$ cat config.mk
export PLATFORM = sky130hd
export DESIGN_NAME = calendar_date_unit_flat
export DESIGN_NICKNAME = d
export VERILOG_FILES = /design/src/rtl/core/cdu_pkg.sv /design/src/rtl/core/cdu_if.sv /design/src/rtl/core/calendar_date_unit.sv /design/src/rtl/core/cdu_pipe_ctrl.sv /design/src/rtl/core/cdu_front.sv /design/src/rtl/core/cdu_date_info.sv /design/src/rtl/core/cdu_month_move.sv /design/src/flat_wrapper.sv
export SDC_FILE = /design/constraint.sdc
export NUM_CORES = 2
export LEC_CHECK = 0
export ABC_AREA = 1
export BUFFER_PORTS_ARGS = -buffer_cell sky130_fd_sc_hd__buf_2
export CAP_MARGIN = 20
export CORE_ASPECT_RATIO = 2
export CORE_UTILIZATION = 55
export DETAILED_ROUTE_END_ITERATION = 6
export PLACE_DENSITY_LB_ADDON = 0.08
export SYNTH_ARGS = -nofsm -noshare
export SYNTH_HDL_FRONTEND = slang
export SYNTH_HIERARCHICAL = 1
export SYNTH_SLANG_ARGS = --single-unit
$ cat constraint.sdc
create_clock -name clk -period 7.4 [get_ports clk]
set_clock_uncertainty 0.1 [all_clocks]
set_input_delay 0 -clock clk [delete_from_list [all_inputs] [get_ports clk]]
set_output_delay 0 -clock clk [all_outputs]
set_load 0.1 [all_outputs]
$ cat src/rtl/core/cdu_pkg.sv
// Shared types, constants and arithmetic helpers for the calendar date unit.
package cdu_pkg;

	localparam int YEAR_W  = 14;
	localparam int MONTH_W = 4;
	localparam int DAY_W   = 5;
	localparam int DELTA_W = 16;
	localparam int CENT_W  = 7;
	localparam int DOY_W   = 9;
	localparam int WEEK_W  = 6;
	localparam int TOTAL_W = 19;

	localparam logic [YEAR_W-1:0]  YEAR_MAX   = 14'd9999;
	localparam logic [MONTH_W-1:0] MONTH_MAX  = 4'd12;
	localparam logic signed [TOTAL_W-1:0] MOVE_MIN = 19'sd12;
	localparam logic signed [TOTAL_W-1:0] MOVE_LIM = 19'sd120000;

	// Reciprocal constants for division by small constants
	localparam logic [12:0] RECIP100 = 13'd5243;   // 2^19 / 100, rounded up
	localparam logic [15:0] RECIP3   = 16'd43691;  // 2^17 / 3, rounded up
	localparam logic [15:0] RECIP7W  = 16'd37450;  // 2^18 / 7, rounded up
	localparam logic [11:0] RECIP7N  = 12'd2341;   // 2^14 / 7, rounded up

	localparam logic WEEK_ISO    = 1'b0;
	localparam logic WEEK_SIMPLE = 1'b1;

	typedef struct packed {
		logic s1;
		logic s2;
		logic s3;
		logic s4;
		logic s5;
	} pipe_en_t;

	typedef struct packed {
		logic [YEAR_W-1:0]  year;
		logic [YEAR_W-1:0]  year_prev;
		logic [CENT_W-1:0]  cent;
		logic [CENT_W-1:0]  cent_prev;
		logic [MONTH_W-1:0] month;
		logic [DAY_W-1:0]   day;
		logic [TOTAL_W-1:0] total;
	} norm_t;

	typedef struct packed {
		logic [DOY_W-1:0]  day_of_year;
		logic [WEEK_W-1:0] week_number;
		logic [2:0]        quarter;
		logic              leap_year;
		logic [DAY_W-1:0]  month_length;
		logic [2:0]        weekday;
	} info_t;

	typedef struct packed {
		logic [YEAR_W-1:0]  moved_year;
		logic [MONTH_W-1:0] moved_month;
		logic [DAY_W-1:0]   moved_day;
		logic               move_out_of_range;
	} move_t;

	// Floor of y / 100 for y up to 9999
	function automatic logic [CENT_W-1:0] div100(input logic [YEAR_W-1:0] y);
		logic [26:0] prod;
		prod = 27'(y) * 27'(RECIP100);
		return prod[25:19];
	endfunction

	// Gregorian leap test given y and floor(y / 100)
	function automatic logic is_leap(input logic [YEAR_W-1:0] y, input logic [CENT_W-1:0] q);
		logic [YEAR_W-1:0] hund;
		logic              even_cent;
		hund      = 14'(q) * 14'd100;
		even_cent = (y == hund);
		return ((y[1:0] == 2'd0) && !even_cent) || (even_cent && (q[1:0] == 2'd0));
	endfunction

	function automatic logic [DAY_W-1:0] month_len(input logic [MONTH_W-1:0] m, input logic leap);
		logic [DAY_W-1:0] len;
		case (m) inside
			4'd2:                      len = leap ? 5'd29 : 5'd28;
			4'd4, 4'd6, 4'd9, 4'd11:   len = 5'd30;
			default:                   len = 5'd31;
		endcase
		return len;
	endfunction

	function automatic logic [DOY_W-1:0] days_before(input logic [MONTH_W-1:0] m);
		logic [DOY_W-1:0] d;
		case (m)
			4'd2:    d = 9'd31;
			4'd3:    d = 9'd59;
			4'd4:    d = 9'd90;
			4'd5:    d = 9'd120;
			4'd6:    d = 9'd151;
			4'd7:    d = 9'd181;
			4'd8:    d = 9'd212;
			4'd9:    d = 9'd243;
			4'd10:   d = 9'd273;
			4'd11:   d = 9'd304;
			4'd12:   d = 9'd334;
			default: d = 9'd0;
		endcase
		return d;
	endfunction

	function automatic logic [2:0] dow_offset(input logic [MONTH_W-1:0] m);
		logic [2:0] o;
		case (m)
			4'd2:    o = 3'd3;
			4'd3:    o = 3'd2;
			4'd4:    o = 3'd5;
			4'd5:    o = 3'd0;
			4'd6:    o = 3'd3;
			4'd7:    o = 3'd5;
			4'd8:    o = 3'd1;
			4'd9:    o = 3'd4;
			4'd10:   o = 3'd6;
			4'd11:   o = 3'd2;
			4'd12:   o = 3'd4;
			default: o = 3'd0;
		endcase
		return o;
	endfunction

	function automatic logic [2:0] quarter_of(input logic [MONTH_W-1:0] m);
		logic [2:0] q;
		case (m) inside
			[4'd1:4'd3]: q = 3'd1;
			[4'd4:4'd6]: q = 3'd2;
			[4'd7:4'd9]: q = 3'd3;
			default:     q = 3'd4;
		endcase
		return q;
	endfunction

	// Floor of t / 3 for t up to 29999
	function automatic logic [YEAR_W-1:0] div3(input logic [14:0] t);
		logic [30:0] prod;
		prod = 31'(t) * 31'(RECIP3);
		return prod[30:17];
	endfunction

	// s mod 7 for any 14-bit s
	function automatic logic [2:0] mod7(input logic [13:0] s);
		logic [29:0] prod;
		logic [13:0] rem;
		prod = 30'(s) * 30'(RECIP7W);
		rem  = s - 14'(prod[29:18]) * 14'd7;
		return rem[2:0];
	endfunction

	// Floor of x / 7 for x up to 372
	function automatic logic [WEEK_W-1:0] div7(input logic [DOY_W-1:0] x);
		logic [20:0] prod;
		prod = 21'(x) * 21'(RECIP7N);
		return prod[19:14];
	endfunction

endpackage

$ cat src/rtl/core/cdu_if.sv
// Channel interfaces: date input, result output and configuration write.
interface cdu_date_if;
	import cdu_pkg::*;
	logic                      valid;
	logic                      ready;
	logic [YEAR_W-1:0]         year;
	logic [MONTH_W-1:0]        month;
	logic [DAY_W-1:0]          day;
	logic signed [DELTA_W-1:0] month_delta;

	modport source (output valid, year, month, day, month_delta, input ready);
	modport sink (input valid, year, month, day, month_delta, output ready);
endinterface

interface cdu_result_if;
	import cdu_pkg::*;
	logic               valid;
	logic               ready;
	logic [YEAR_W-1:0]  moved_year;
	logic [MONTH_W-1:0] moved_month;
	logic [DAY_W-1:0]   moved_day;
	logic               move_out_of_range;
	logic [DOY_W-1:0]   day_of_year;
	logic [WEEK_W-1:0]  week_number;
	logic [2:0]         quarter;
	logic               leap_year;
	logic [DAY_W-1:0]   month_length;
	logic [2:0]         weekday;

	modport source (output valid, moved_year, moved_month, moved_day, move_out_of_range,
		day_of_year, week_number, quarter, leap_year, month_length, weekday, input ready);
	modport sink (input valid, moved_year, moved_month, moved_day, move_out_of_range,
		day_of_year, week_number, quarter, leap_year, month_length, weekday, output ready);
endinterface

interface cdu_cfg_if;
	logic valid;
	logic ready;
	logic week_mode;

	modport source (output valid, week_mode, input ready);
	modport sink (input valid, week_mode, output ready);
endinterface

$ cat src/rtl/core/calendar_date_unit.sv
// Calendar date unit top level: month move and date facts, one date per cycle while results are taken.
// Each date passes through the stage registers s1 to s5 in order before its result is presented.
// Throughput: one date per cycle unless the result is stalled; five stage registers with per-stage enables.
// Input ready drops only when all five stages hold dates and the result is not taken.
// Reset clears the stage valid bits and sets week_mode to ISO weeks; data registers are not reset.
module calendar_date_unit (
	input  logic         clk,
	input  logic         arst_n,
	cdu_date_if.sink     date_in,
	cdu_result_if.source result_out,
	cdu_cfg_if.sink      cfg
);
	import cdu_pkg::*;

	logic             week_mode_q;
	pipe_en_t         en;
	norm_t            norm;
	logic [DAY_W-1:0] day_clamped;
	info_t            info;
	move_t            move;

	// Accept configuration writes at any time
	assign cfg.ready = 1'b1;

	always_ff @(posedge clk or negedge arst_n) begin
		if (!arst_n)
			week_mode_q <= WEEK_ISO;
		else if (cfg.valid)
			week_mode_q <= cfg.week_mode;
	end

	cdu_pipe_ctrl u_ctrl (
		.clk       (clk),
		.arst_n    (arst_n),
		.in_valid  (date_in.valid),
		.in_ready  (date_in.ready),
		.out_valid (result_out.valid),
		.out_ready (result_out.ready),
		.en        (en)
	);

	cdu_front u_front (
		.clk         (clk),
		.en          (en),
		.year        (date_in.year),
		.month       (date_in.month),
		.day         (date_in.day),
		.month_delta (date_in.month_delta),
		.norm        (norm)
	);

	cdu_date_info u_info (
		.clk         (clk),
		.en          (en),
		.week_mode   (week_mode_q),
		.norm        (norm),
		.day_clamped (day_clamped),
		.info        (info)
	);

	cdu_month_move u_move (
		.clk         (clk),
		.en          (en),
		.norm        (norm),
		.day_clamped (day_clamped),
		.move        (move)
	);

	// Drive the result payload
	assign result_out.moved_year        = move.moved_year;
	assign result_out.moved_month       = move.moved_month;
	assign result_out.moved_day         = move.moved_day;
	assign result_out.move_out_of_range = move.move_out_of_range;
	assign result_out.day_of_year       = info.day_of_year;
	assign result_out.week_number       = info.week_number;
	assign result_out.quarter           = info.quarter;
	assign result_out.leap_year         = info.leap_year;
	assign result_out.month_length      = info.month_length;
	assign result_out.weekday           = info.weekday;

	// Input back-pressure only comes from a full pipe with a stalled result
	a_stall_source: assert property (@(posedge clk) disable iff (!arst_n)
		!date_in.ready |-> result_out.valid && !result_out.ready)
		else $error("input stalled without a stalled result");

	a_oor_zero: assert property (@(posedge clk) disable iff (!arst_n)
		result_out.valid && result_out.move_out_of_range |->
		result_out.moved_year == '0 && result_out.moved_month == '0 &&
		result_out.moved_day == '0)
		else $error("out-of-range move with nonzero date");

	a_moved_legal: assert property (@(posedge clk) disable iff (!arst_n)
		result_out.valid && !result_out.move_out_of_range |->
		result_out.moved_year >= 14'd1 && result_out.moved_year <= YEAR_MAX &&
		result_out.moved_month >= 4'd1 && result_out.moved_month <= MONTH_MAX &&
		result_out.moved_day >= 5'd1 && result_out.moved_day <= result_out.moved_day + 5'd0 &&
		result_out.moved_day <= 5'd31)
		else $error("moved date out of calendar range");

	a_info_legal: assert property (@(posedge clk) disable iff (!arst_n)
		result_out.valid |->
		result_out.weekday >= 3'd1 && result_out.weekday <= 3'd7 &&
		result_out.week_number >= 6'd1 && result_out.week_number <= 6'd53 &&
		result_out.day_of_year >= 9'd1 && result_out.day_of_year <= 9'd366)
		else $error("date facts out of range");
endmodule

$ cat src/rtl/core/cdu_pipe_ctrl.sv
// Stage valid bits and per-stage load enables for the five-stage pipeline.
module cdu_pipe_ctrl (
	input  logic              clk,
	input  logic              arst_n,
	input  logic              in_valid,
	output logic              in_ready,
	output logic              out_valid,
	input  logic              out_ready,
	output cdu_pkg::pipe_en_t en
);
	import cdu_pkg::*;

	logic valid_s1, valid_s2, valid_s3, valid_s4, valid_s5;

	// Load a stage when it is empty or its contents move on
	always_comb begin
		en.s5 = !valid_s5 || out_ready;
		en.s4 = !valid_s4 || en.s5;
		en.s3 = !valid_s3 || en.s4;
		en.s2 = !valid_s2 || en.s3;
		en.s1 = !valid_s1 || en.s2;
	end

	// Advance valid bits with their stages
	always_ff @(posedge clk or negedge arst_n) begin
		if (!arst_n) begin
			valid_s1 <= 1'b0;
			valid_s2 <= 1'b0;
			valid_s3 <= 1'b0;
			valid_s4 <= 1'b0;
			valid_s5 <= 1'b0;
		end else begin
			if (en.s1) valid_s1 <= in_valid;
			if (en.s2) valid_s2 <= valid_s1;
			if (en.s3) valid_s3 <= valid_s2;
			if (en.s4) valid_s4 <= valid_s3;
			if (en.s5) valid_s5 <= valid_s4;
		end
	end

	assign in_ready  = en.s1;
	assign out_valid = valid_s5;
endmodule

$ cat src/rtl/core/cdu_front.sv
// Input register, year/month clamping, century quotients and month total.
module cdu_front (
	input  logic                              clk,
	input  cdu_pkg::pipe_en_t                 en,
	input  logic [cdu_pkg::YEAR_W-1:0]        year,
	input  logic [cdu_pkg::MONTH_W-1:0]       month,
	input  logic [cdu_pkg::DAY_W-1:0]         day,
	input  logic signed [cdu_pkg::DELTA_W-1:0] month_delta,
	output cdu_pkg::norm_t                    norm
);
	import cdu_pkg::*;

	logic [YEAR_W-1:0]  year_s1;
	logic [MONTH_W-1:0] month_s1;
	logic [DAY_W-1:0]   day_s1;
	logic [DELTA_W-1:0] delta_s1;

	logic [YEAR_W-1:0]  year_c;
	logic [YEAR_W-1:0]  year_p;
	logic [MONTH_W-1:0] month_c;
	logic [TOTAL_W-1:0] year_x;
	logic [TOTAL_W-1:0] total;
	norm_t              norm_s2;

	// Capture the input date on transfer
	always_ff @(posedge clk) begin
		if (en.s1) begin
			year_s1  <= year;
			month_s1 <= month;
			day_s1   <= day;
			delta_s1 <= month_delta;
		end
	end

	// Clamp year and month, form the month count year*12 + month-1 + delta
	always_comb begin
		if (year_s1 == '0)
			year_c = 14'd1;
		else if (year_s1 > YEAR_MAX)
			year_c = YEAR_MAX;
		else
			year_c = year_s1;
		if (month_s1 == '0)
			month_c = 4'd1;
		else if (month_s1 > MONTH_MAX)
			month_c = MONTH_MAX;
		else
			month_c = month_s1;
		year_p = year_c - 14'd1;
		year_x = {5'd0, year_c};
		total  = (year_x << 3) + (year_x << 2) + {15'd0, month_c - 4'd1}
			+ {{(TOTAL_W-DELTA_W){delta_s1[DELTA_W-1]}}, delta_s1};
	end

	always_ff @(posedge clk) begin
		if (en.s2) begin
			norm_s2.year      <= year_c;
			norm_s2.year_prev <= year_p;
			norm_s2.cent      <= div100(year_c);
			norm_s2.cent_prev <= div100(year_p);
			norm_s2.month     <= month_c;
			norm_s2.day       <= day_s1;
			norm_s2.total     <= total;
		end
	end

	assign norm = norm_s2;
endmodule

$ cat src/rtl/core/cdu_date_info.sv
// Facts about the input date: leap, month length, ordinal day, quarter, weekday and week.
module cdu_date_info (
	input  logic                        clk,
	input  cdu_pkg::pipe_en_t           en,
	input  logic                        week_mode,
	input  cdu_pkg::norm_t              norm,
	output logic [cdu_pkg::DAY_W-1:0]   day_clamped,
	output cdu_pkg::info_t              info
);
	import cdu_pkg::*;

	logic               leap;
	logic               leap_prev;
	logic [DAY_W-1:0]   mlen;
	logic [DAY_W-1:0]   day_c;
	logic [DOY_W-1:0]   doy;
	logic [YEAR_W-1:0]  year_d;
	logic [CENT_W-1:0]  cent_d;
	logic [13:0]        dsum;

	logic               leap_s3, leap_prev_s3;
	logic [DAY_W-1:0]   mlen_s3, day_s3;
	logic [DOY_W-1:0]   doy_s3;
	logic [13:0]        dsum_s3;
	logic [2:0]         quarter_s3;

	logic               leap_s4, leap_prev_s4;
	logic [DAY_W-1:0]   mlen_s4;
	logic [DOY_W-1:0]   doy_s4;
	logic [2:0]         dow_s4;
	logic [2:0]         quarter_s4;

	logic [2:0]         dow_mon;
	logic [9:0]         thu_doy;
	logic [9:0]         year_len;
	logic [9:0]         thu_adj;
	logic [9:0]         thu_m1;
	logic [WEEK_W-1:0]  week_iso;
	logic [WEEK_W-1:0]  week_simple;
	info_t              info_s5;

	// Leap flags, month length, day clamp, ordinal day and weekday sum
	always_comb begin
		leap      = is_leap(norm.year, norm.cent);
		leap_prev = is_leap(norm.year_prev, norm.cent_prev);
		mlen      = month_len(norm.month, leap);
		if (norm.day == '0)
			day_c = 5'd1;
		else if (norm.day > mlen)
			day_c = mlen;
		else
			day_c = norm.day;
		doy = days_before(norm.month) + {8'd0, leap && (norm.month > 4'd2)} + {4'd0, day_c};
		// January and February count against the previous year
		year_d = (norm.month < 4'd3) ? norm.year_prev : norm.year;
		cent_d = (norm.month < 4'd3) ? norm.cent_prev : norm.cent;
		dsum   = year_d + (year_d >> 2) - 14'(cent_d) + 14'(cent_d >> 2)
			+ 14'(dow_offset(norm.month)) + 14'(day_c);
	end

	always_ff @(posedge clk) begin
		if (en.s3) begin
			leap_s3      <= leap;
			leap_prev_s3 <= leap_prev;
			mlen_s3      <= mlen;
			day_s3       <= day_c;
			doy_s3       <= doy;
			dsum_s3      <= dsum;
			quarter_s3   <= quarter_of(norm.month);
		end
	end

	// Reduce the weekday sum mod 7
	always_ff @(posedge clk) begin
		if (en.s4) begin
			leap_s4      <= leap_s3;
			leap_prev_s4 <= leap_prev_s3;
			mlen_s4      <= mlen_s3;
			doy_s4       <= doy_s3;
			dow_s4       <= mod7(dsum_s3);
			quarter_s4   <= quarter_s3;
		end
	end

	// Locate the Thursday of the Monday-based week, wrap into its own year, form both week numbers
	always_comb begin
		dow_mon  = (dow_s4 == 3'd0) ? 3'd6 : dow_s4 - 3'd1;
		thu_doy  = {1'b0, doy_s4} + 10'd3 - {7'd0, dow_mon};
		year_len = leap_s4 ? 10'd366 : 10'd365;
		if ($signed(thu_doy) < 10'sd1)
			thu_adj = thu_doy + (leap_prev_s4 ? 10'd366 : 10'd365);
		else if ($signed(thu_doy) > $signed(year_len))
			thu_adj = thu_doy - year_len;
		else
			thu_adj = thu_doy;
		thu_m1      = thu_adj - 10'd1;
		week_iso    = div7(thu_m1[DOY_W-1:0]) + 6'd1;
		week_simple = div7(doy_s4 + 9'd6);
	end

	always_ff @(posedge clk) begin
		if (en.s5) begin
			info_s5.day_of_year  <= doy_s4;
			info_s5.week_number  <= (week_mode == WEEK_SIMPLE) ? week_simple : week_iso;
			info_s5.quarter      <= quarter_s4;
			info_s5.leap_year    <= leap_s4;
			info_s5.month_length <= mlen_s4;
			info_s5.weekday      <= dow_s4 + 3'd1;
		end
	end

	assign day_clamped = day_s3;
	assign info        = info_s5;
endmodule

$ cat src/rtl/core/cdu_month_move.sv
// Month move: split the month count into year and month, clamp the day, flag out-of-range moves.
module cdu_month_move (
	input  logic                      clk,
	input  cdu_pkg::pipe_en_t         en,
	input  cdu_pkg::norm_t            norm,
	input  logic [cdu_pkg::DAY_W-1:0] day_clamped,
	output cdu_pkg::move_t            move
);
	import cdu_pkg::*;

	logic               oor;
	logic               oor_s3;
	logic [YEAR_W-1:0]  ny_s3;
	logic [16:0]        tot_s3;

	logic [16:0]        month0;
	logic [MONTH_W-1:0] nm;
	logic               nleap;
	logic [DAY_W-1:0]   nlen;
	move_t              move_c;
	move_t              move_s4;
	move_t              move_s5;

	// Range check and divide the count by 12 as (count / 4) / 3
	assign oor = ($signed(norm.total) < MOVE_MIN) || ($signed(norm.total) >= MOVE_LIM);

	always_ff @(posedge clk) begin
		if (en.s3) begin
			oor_s3 <= oor;
			ny_s3  <= div3(norm.total[16:2]);
			tot_s3 <= norm.total[16:0];
		end
	end

	// Form the target month, its length and the clamped day
	always_comb begin
		month0 = tot_s3 - 17'(ny_s3) * 17'd12;
		nm     = month0[MONTH_W-1:0] + 4'd1;
		nleap  = is_leap(ny_s3, div100(ny_s3));
		nlen   = month_len(nm, nleap);
		if (oor_s3) begin
			move_c.moved_year  = '0;
			move_c.moved_month = '0;
			move_c.moved_day   = '0;
		end else begin
			move_c.moved_year  = ny_s3;
			move_c.moved_month = nm;
			move_c.moved_day   = (day_clamped > nlen) ? nlen : day_clamped;
		end
		move_c.move_out_of_range = oor_s3;
	end

	always_ff @(posedge clk) begin
		if (en.s4) move_s4 <= move_c;
	end

	// Hold alongside the week stage of the date path
	always_ff @(posedge clk) begin
		if (en.s5) move_s5 <= move_s4;
	end

	assign move = move_s5;
endmodule

$ cat src/flat_wrapper.sv
// flat-port wrapper written by rule: the top's interface ports become plain ports
module calendar_date_unit_flat import cdu_pkg::*;
  (clk, arst_n, date_in_valid, date_in_year, date_in_month, date_in_day, date_in_month_delta, date_in_ready, result_out_valid, result_out_moved_year, result_out_moved_month, result_out_moved_day, result_out_move_out_of_range, result_out_day_of_year, result_out_week_number, result_out_quarter, result_out_leap_year, result_out_month_length, result_out_weekday, result_out_ready, cfg_valid, cfg_week_mode, cfg_ready);
  cdu_date_if date_in_i ();
  cdu_result_if result_out_i ();
  cdu_cfg_if cfg_i ();
  input  logic clk;
  input  logic arst_n;
  input wire logic [$bits(date_in_i.valid)-1:0] date_in_valid;
  input wire logic [$bits(date_in_i.year)-1:0] date_in_year;
  input wire logic [$bits(date_in_i.month)-1:0] date_in_month;
  input wire logic [$bits(date_in_i.day)-1:0] date_in_day;
  input wire logic [$bits(date_in_i.month_delta)-1:0] date_in_month_delta;
  output wire logic [$bits(date_in_i.ready)-1:0] date_in_ready;
  output wire logic [$bits(result_out_i.valid)-1:0] result_out_valid;
  output wire logic [$bits(result_out_i.moved_year)-1:0] result_out_moved_year;
  output wire logic [$bits(result_out_i.moved_month)-1:0] result_out_moved_month;
  output wire logic [$bits(result_out_i.moved_day)-1:0] result_out_moved_day;
  output wire logic [$bits(result_out_i.move_out_of_range)-1:0] result_out_move_out_of_range;
  output wire logic [$bits(result_out_i.day_of_year)-1:0] result_out_day_of_year;
  output wire logic [$bits(result_out_i.week_number)-1:0] result_out_week_number;
  output wire logic [$bits(result_out_i.quarter)-1:0] result_out_quarter;
  output wire logic [$bits(result_out_i.leap_year)-1:0] result_out_leap_year;
  output wire logic [$bits(result_out_i.month_length)-1:0] result_out_month_length;
  output wire logic [$bits(result_out_i.weekday)-1:0] result_out_weekday;
  input wire logic [$bits(result_out_i.ready)-1:0] result_out_ready;
  input wire logic [$bits(cfg_i.valid)-1:0] cfg_valid;
  input wire logic [$bits(cfg_i.week_mode)-1:0] cfg_week_mode;
  output wire logic [$bits(cfg_i.ready)-1:0] cfg_ready;
  assign date_in_i.valid = date_in_valid;
  assign date_in_i.year = date_in_year;
  assign date_in_i.month = date_in_month;
  assign date_in_i.day = date_in_day;
  assign date_in_i.month_delta = date_in_month_delta;
  assign date_in_ready = date_in_i.ready;
  assign result_out_valid = result_out_i.valid;
  assign result_out_moved_year = result_out_i.moved_year;
  assign result_out_moved_month = result_out_i.moved_month;
  assign result_out_moved_day = result_out_i.moved_day;
  assign result_out_move_out_of_range = result_out_i.move_out_of_range;
  assign result_out_day_of_year = result_out_i.day_of_year;
  assign result_out_week_number = result_out_i.week_number;
  assign result_out_quarter = result_out_i.quarter;
  assign result_out_leap_year = result_out_i.leap_year;
  assign result_out_month_length = result_out_i.month_length;
  assign result_out_weekday = result_out_i.weekday;
  assign result_out_i.ready = result_out_ready;
  assign cfg_i.valid = cfg_valid;
  assign cfg_i.week_mode = cfg_week_mode;
  assign cfg_ready = cfg_i.ready;
  calendar_date_unit u_core (.clk(clk), .arst_n(arst_n), .date_in(date_in_i), .result_out(result_out_i), .cfg(cfg_i));
endmodule
==> qor.txt <==
status: complete, but fails checks
violated checks: negative setup slack
CTS root buf: clkbuf_16
Initial DRC Count: 872
dpl hpwl: 75.6 mm
WL met2: 50.3 mm
Die Ht: 362 um
Clock Tree Buf Depth: 3
Final Hold Slack: 0.0145 ns
die footprint: 65700 um^2
endpoints failing setup: 6
drt total wl: 87.1 mm
most used cell, CP: fa_1
crit path max fanout: 4
worst path arrival time: 8.30 ns
core area: 63900 um^2
Seq/Total Area, Yosys: 0.219
Via density: 5.27
first-pass GRT wire length: 139 mm
Final Hold Fails: 0
fill cell count: 5339
Final Slew Violations: 0
Cell variety after synth: 76
drt pass-1 iters: 6
WL met3: 2.03 mm
io pins: 99
maxcap violations: 0
Nets: 5295
via count: 26200
Register Area: 7780 um^2
ys async rst share: 0.0231
Avg Synthesized Cell Area: 9.52 um^2
Syn Inst Count: 3735
clock sink total: 260
Yosys warnings: 6
die width: 182 um
HP Class: in -> reg
most common cell after layout, fill and taps aside: inv_1
largest net degree at the start of global routing: 72
CP Class: reg -> reg
element type at the critical path start: flip-flop
Max-Slew Margin vs Limit: 0.342
Wirelength per Cell: 17.5 um
Least-Margin Pin Slew: 0.987 ns
WL met1: 27.9 mm
top layer in use: met5
Top FF cell, synth: edfxtp_1
commonest non-fill, non-tap cells in the layout: 846 x inv_1, 725 x ha_1, 439 x nand2_1
RSZ-0062 raised after global routing: yes
CP max stage cell: fa_1
initial core utilization: 0.556
Post-synth EDFFs: 254
CTS tree: done
area of the multi-input gates: 25100 um^2
H-tree Lvls: 1
vias in the first global route: 28500
Setup WS post-layout: -0.673 ns
clock latency on the worst-skew pair: 0.60 ns
GRT Resource Usage Total: 0.275
P&R area growth vs syn: 15.8%
initial antenna violation count: 1
Final Cycle Share: 1.09
CP Capture Type: flip-flop
#FFs+latches synth: 260
GPL Wtd Cong: 0.994
number of nets with antenna violations after routing: 0
Final min period: 8.07 ns
global route overflow: 0
Cell Rows: 131
Clock transition at path regs: 0.07 ns
port bufs: 94
Max Freq: 124 MHz
DRC: 0
post-synth design cell area: 35600 um^2
total CTS buffers: 27
share of post-route cells with drive strength above 1: 0.156
CP peak stage delay: 0.56 ns
Worst EP required: 7.63 ns
==> registers in the layout, indices dropped and copies added, names as in the netlist, 2 cells and up <==
signal / cells
u_core/u_move/move_s4: 24
u_core/u_move/tot_s3: 4
u_core/u_move/ny_s3: 14
u_core/u_front/day_s1: 5
u_core/u_info/day_clamped: 5
u_core/u_move/move: 24
u_core/u_front/delta_s1: 16
u_core/u_info/quarter_s4: 3
u_core/u_front/month_s1: 4
u_core/u_info/info: 24
u_core/u_info/doy_s3: 9
u_core/u_front/norm: 70
u_core/u_front/year_s1: 14
u_core/u_info/doy_s4: 9
u_core/u_info/dsum_s3: 14
u_core/u_info/mlen_s3: 2
u_core/u_info/dow_s4: 3
u_core/u_info/quarter_s3: 3
u_core/u_info/mlen_s4: 2
==> cell usage after synthesis, drive strengths merged (2+ instances only) <==
master / instances / area, um^2
o221ai: 2 / 17.5
o211ai: 12 / 90.1
nor4: 9 / 71.3
o22ai: 3 / 18.8
nand3: 150 / 848
xnor2: 56 / 524
o31ai: 11 / 82.6
or2: 10 / 62.6
xor2: 110 / 1010
clkbuf: 14 / 53.8
dfrtp: 6 / 150
mux2i: 4 / 40.0
and2: 4 / 27.5
inv: 879 / 3300
nor2: 168 / 694
a21o: 12 / 98.8
o2111ai: 2 / 17.5
nor4b: 2 / 17.5
a21boi: 6 / 56.3
nand3b: 5 / 37.5
nand2: 503 / 2020
nor3: 23 / 126
conb: 2 / 7.51
edfxtp: 254 / 7630
fa: 339 / 6790
o21a: 4 / 30.0
nand4: 40 / 269
buf: 9 / 76.3
a31oi: 11 / 68.8
o21ai: 108 / 559
o21bai: 23 / 184
a21oi: 168 / 871
a211oi: 10 / 80.1
clkinv: 4 / 15.0
ha: 761 / 9520
==> through the flow <==
step | cell area [um^2] | setup TNS [ns] | instances | setup WS (ns) | util
6_report | 41200 | -2.24 | 4970 | -0.673 | 0.644
5_1_grt | 41200 | -4.33 | 4969 | -1.01 | 0.644
4_1_cts | 40600 | -1.42 | 4953 | -0.547 | 0.635
3_5_place_dp | 38700 | -3.39 | 4819 | -0.827 | 0.606
3_3_place_gp | 38700 | -2.69 | 4819 | -0.722 | 0.606
2_1_floorplan | 35800 | -0.246 | 3737 | -0.132 | -
==> path summary, 6_finish.rpt <==
check                                             start                    endpoint  slack, ns  cells after the start
max in group asynchronous                        arst_n      u_core/u_ctrl/valid_s4       6.71                      3
worst max register to register  u_core/u_move/ny_s3[10]    u_core/u_move/move_s4[2]      -0.67                     38
worst min register to register  u_core/u_info/doy_s3[2]     u_core/u_info/doy_s4[2]       0.31                      0
min in group asynchronous                        arst_n     u_core/u_ctrl/out_valid       0.26                      3
worst max-delay path            u_core/u_move/ny_s3[10]    u_core/u_move/move_s4[2]      -0.67                     38
worst min-delay path             date_in_month_delta[9]  u_core/u_front/delta_s1[9]       0.01                      2
==> worst max-delay path: cells and delay by family, from the launching register on <==
kind	cells	cell delay [ns]
buffers and inverters	6	0.58
AO/OA/AOI/OAI	5	0.74
XOR/XNOR	1	0.12
flip-flops	1	0.43
AND/OR/NAND/NOR	15	1.43
adder cells (fa/ha/maj)	11	4.42
==> logic make-up (layout without fill, tap and decap cells) <==
kind of cell | Yosys count | count (layout) | share of synthesized area
DFF | 260 | 260 | 0.219
buffers and inverters | 906 | 1340 | 0.0970
AOI/OAI and AO/OA | 379 | 379 | 0.0630
adders and majority gates | 1100 | 1100 | 0.459
and+or+nand+nor | 918 | 918 | 0.118
xor gates and xnor gates | 166 | 166 | 0.0432
muxes | 4 | 4 | 0.00113
other | 2 | 5 | 0.000211
==> area by class of cell <==
type / count / share of cell area
diodes: 1 / 0.0000608
clock buffers: 31 / 0.0175
clock inverters: 19 / 0.00486
inverters: 883 / 0.0806
multi-input cells: 2571 / 0.610
flip-flops and latches: 260 / 0.189
well taps: 798 / 0.0243
repair buffers: 407 / 0.0734
==> metal layers <==
metal,vias up,global-route usage
met3,271,0.0226
li1,12900,-
met2,489,0.577
met1,12500,0.236
met5,-,0
met4,2,0.184
==> what timing repair did <==
action                     4_1_cts  5_1_grt
hold buffers                    56        1
resized for setup               50       84
hold endpoints to repair        47        1
buffers inserted                28       16
pin swaps                       50       37
setup endpoints to repair       12       19
Power is not shown: default switching activity piles up to over one toggle a cycle in this logic, so the estimate is an artifact.
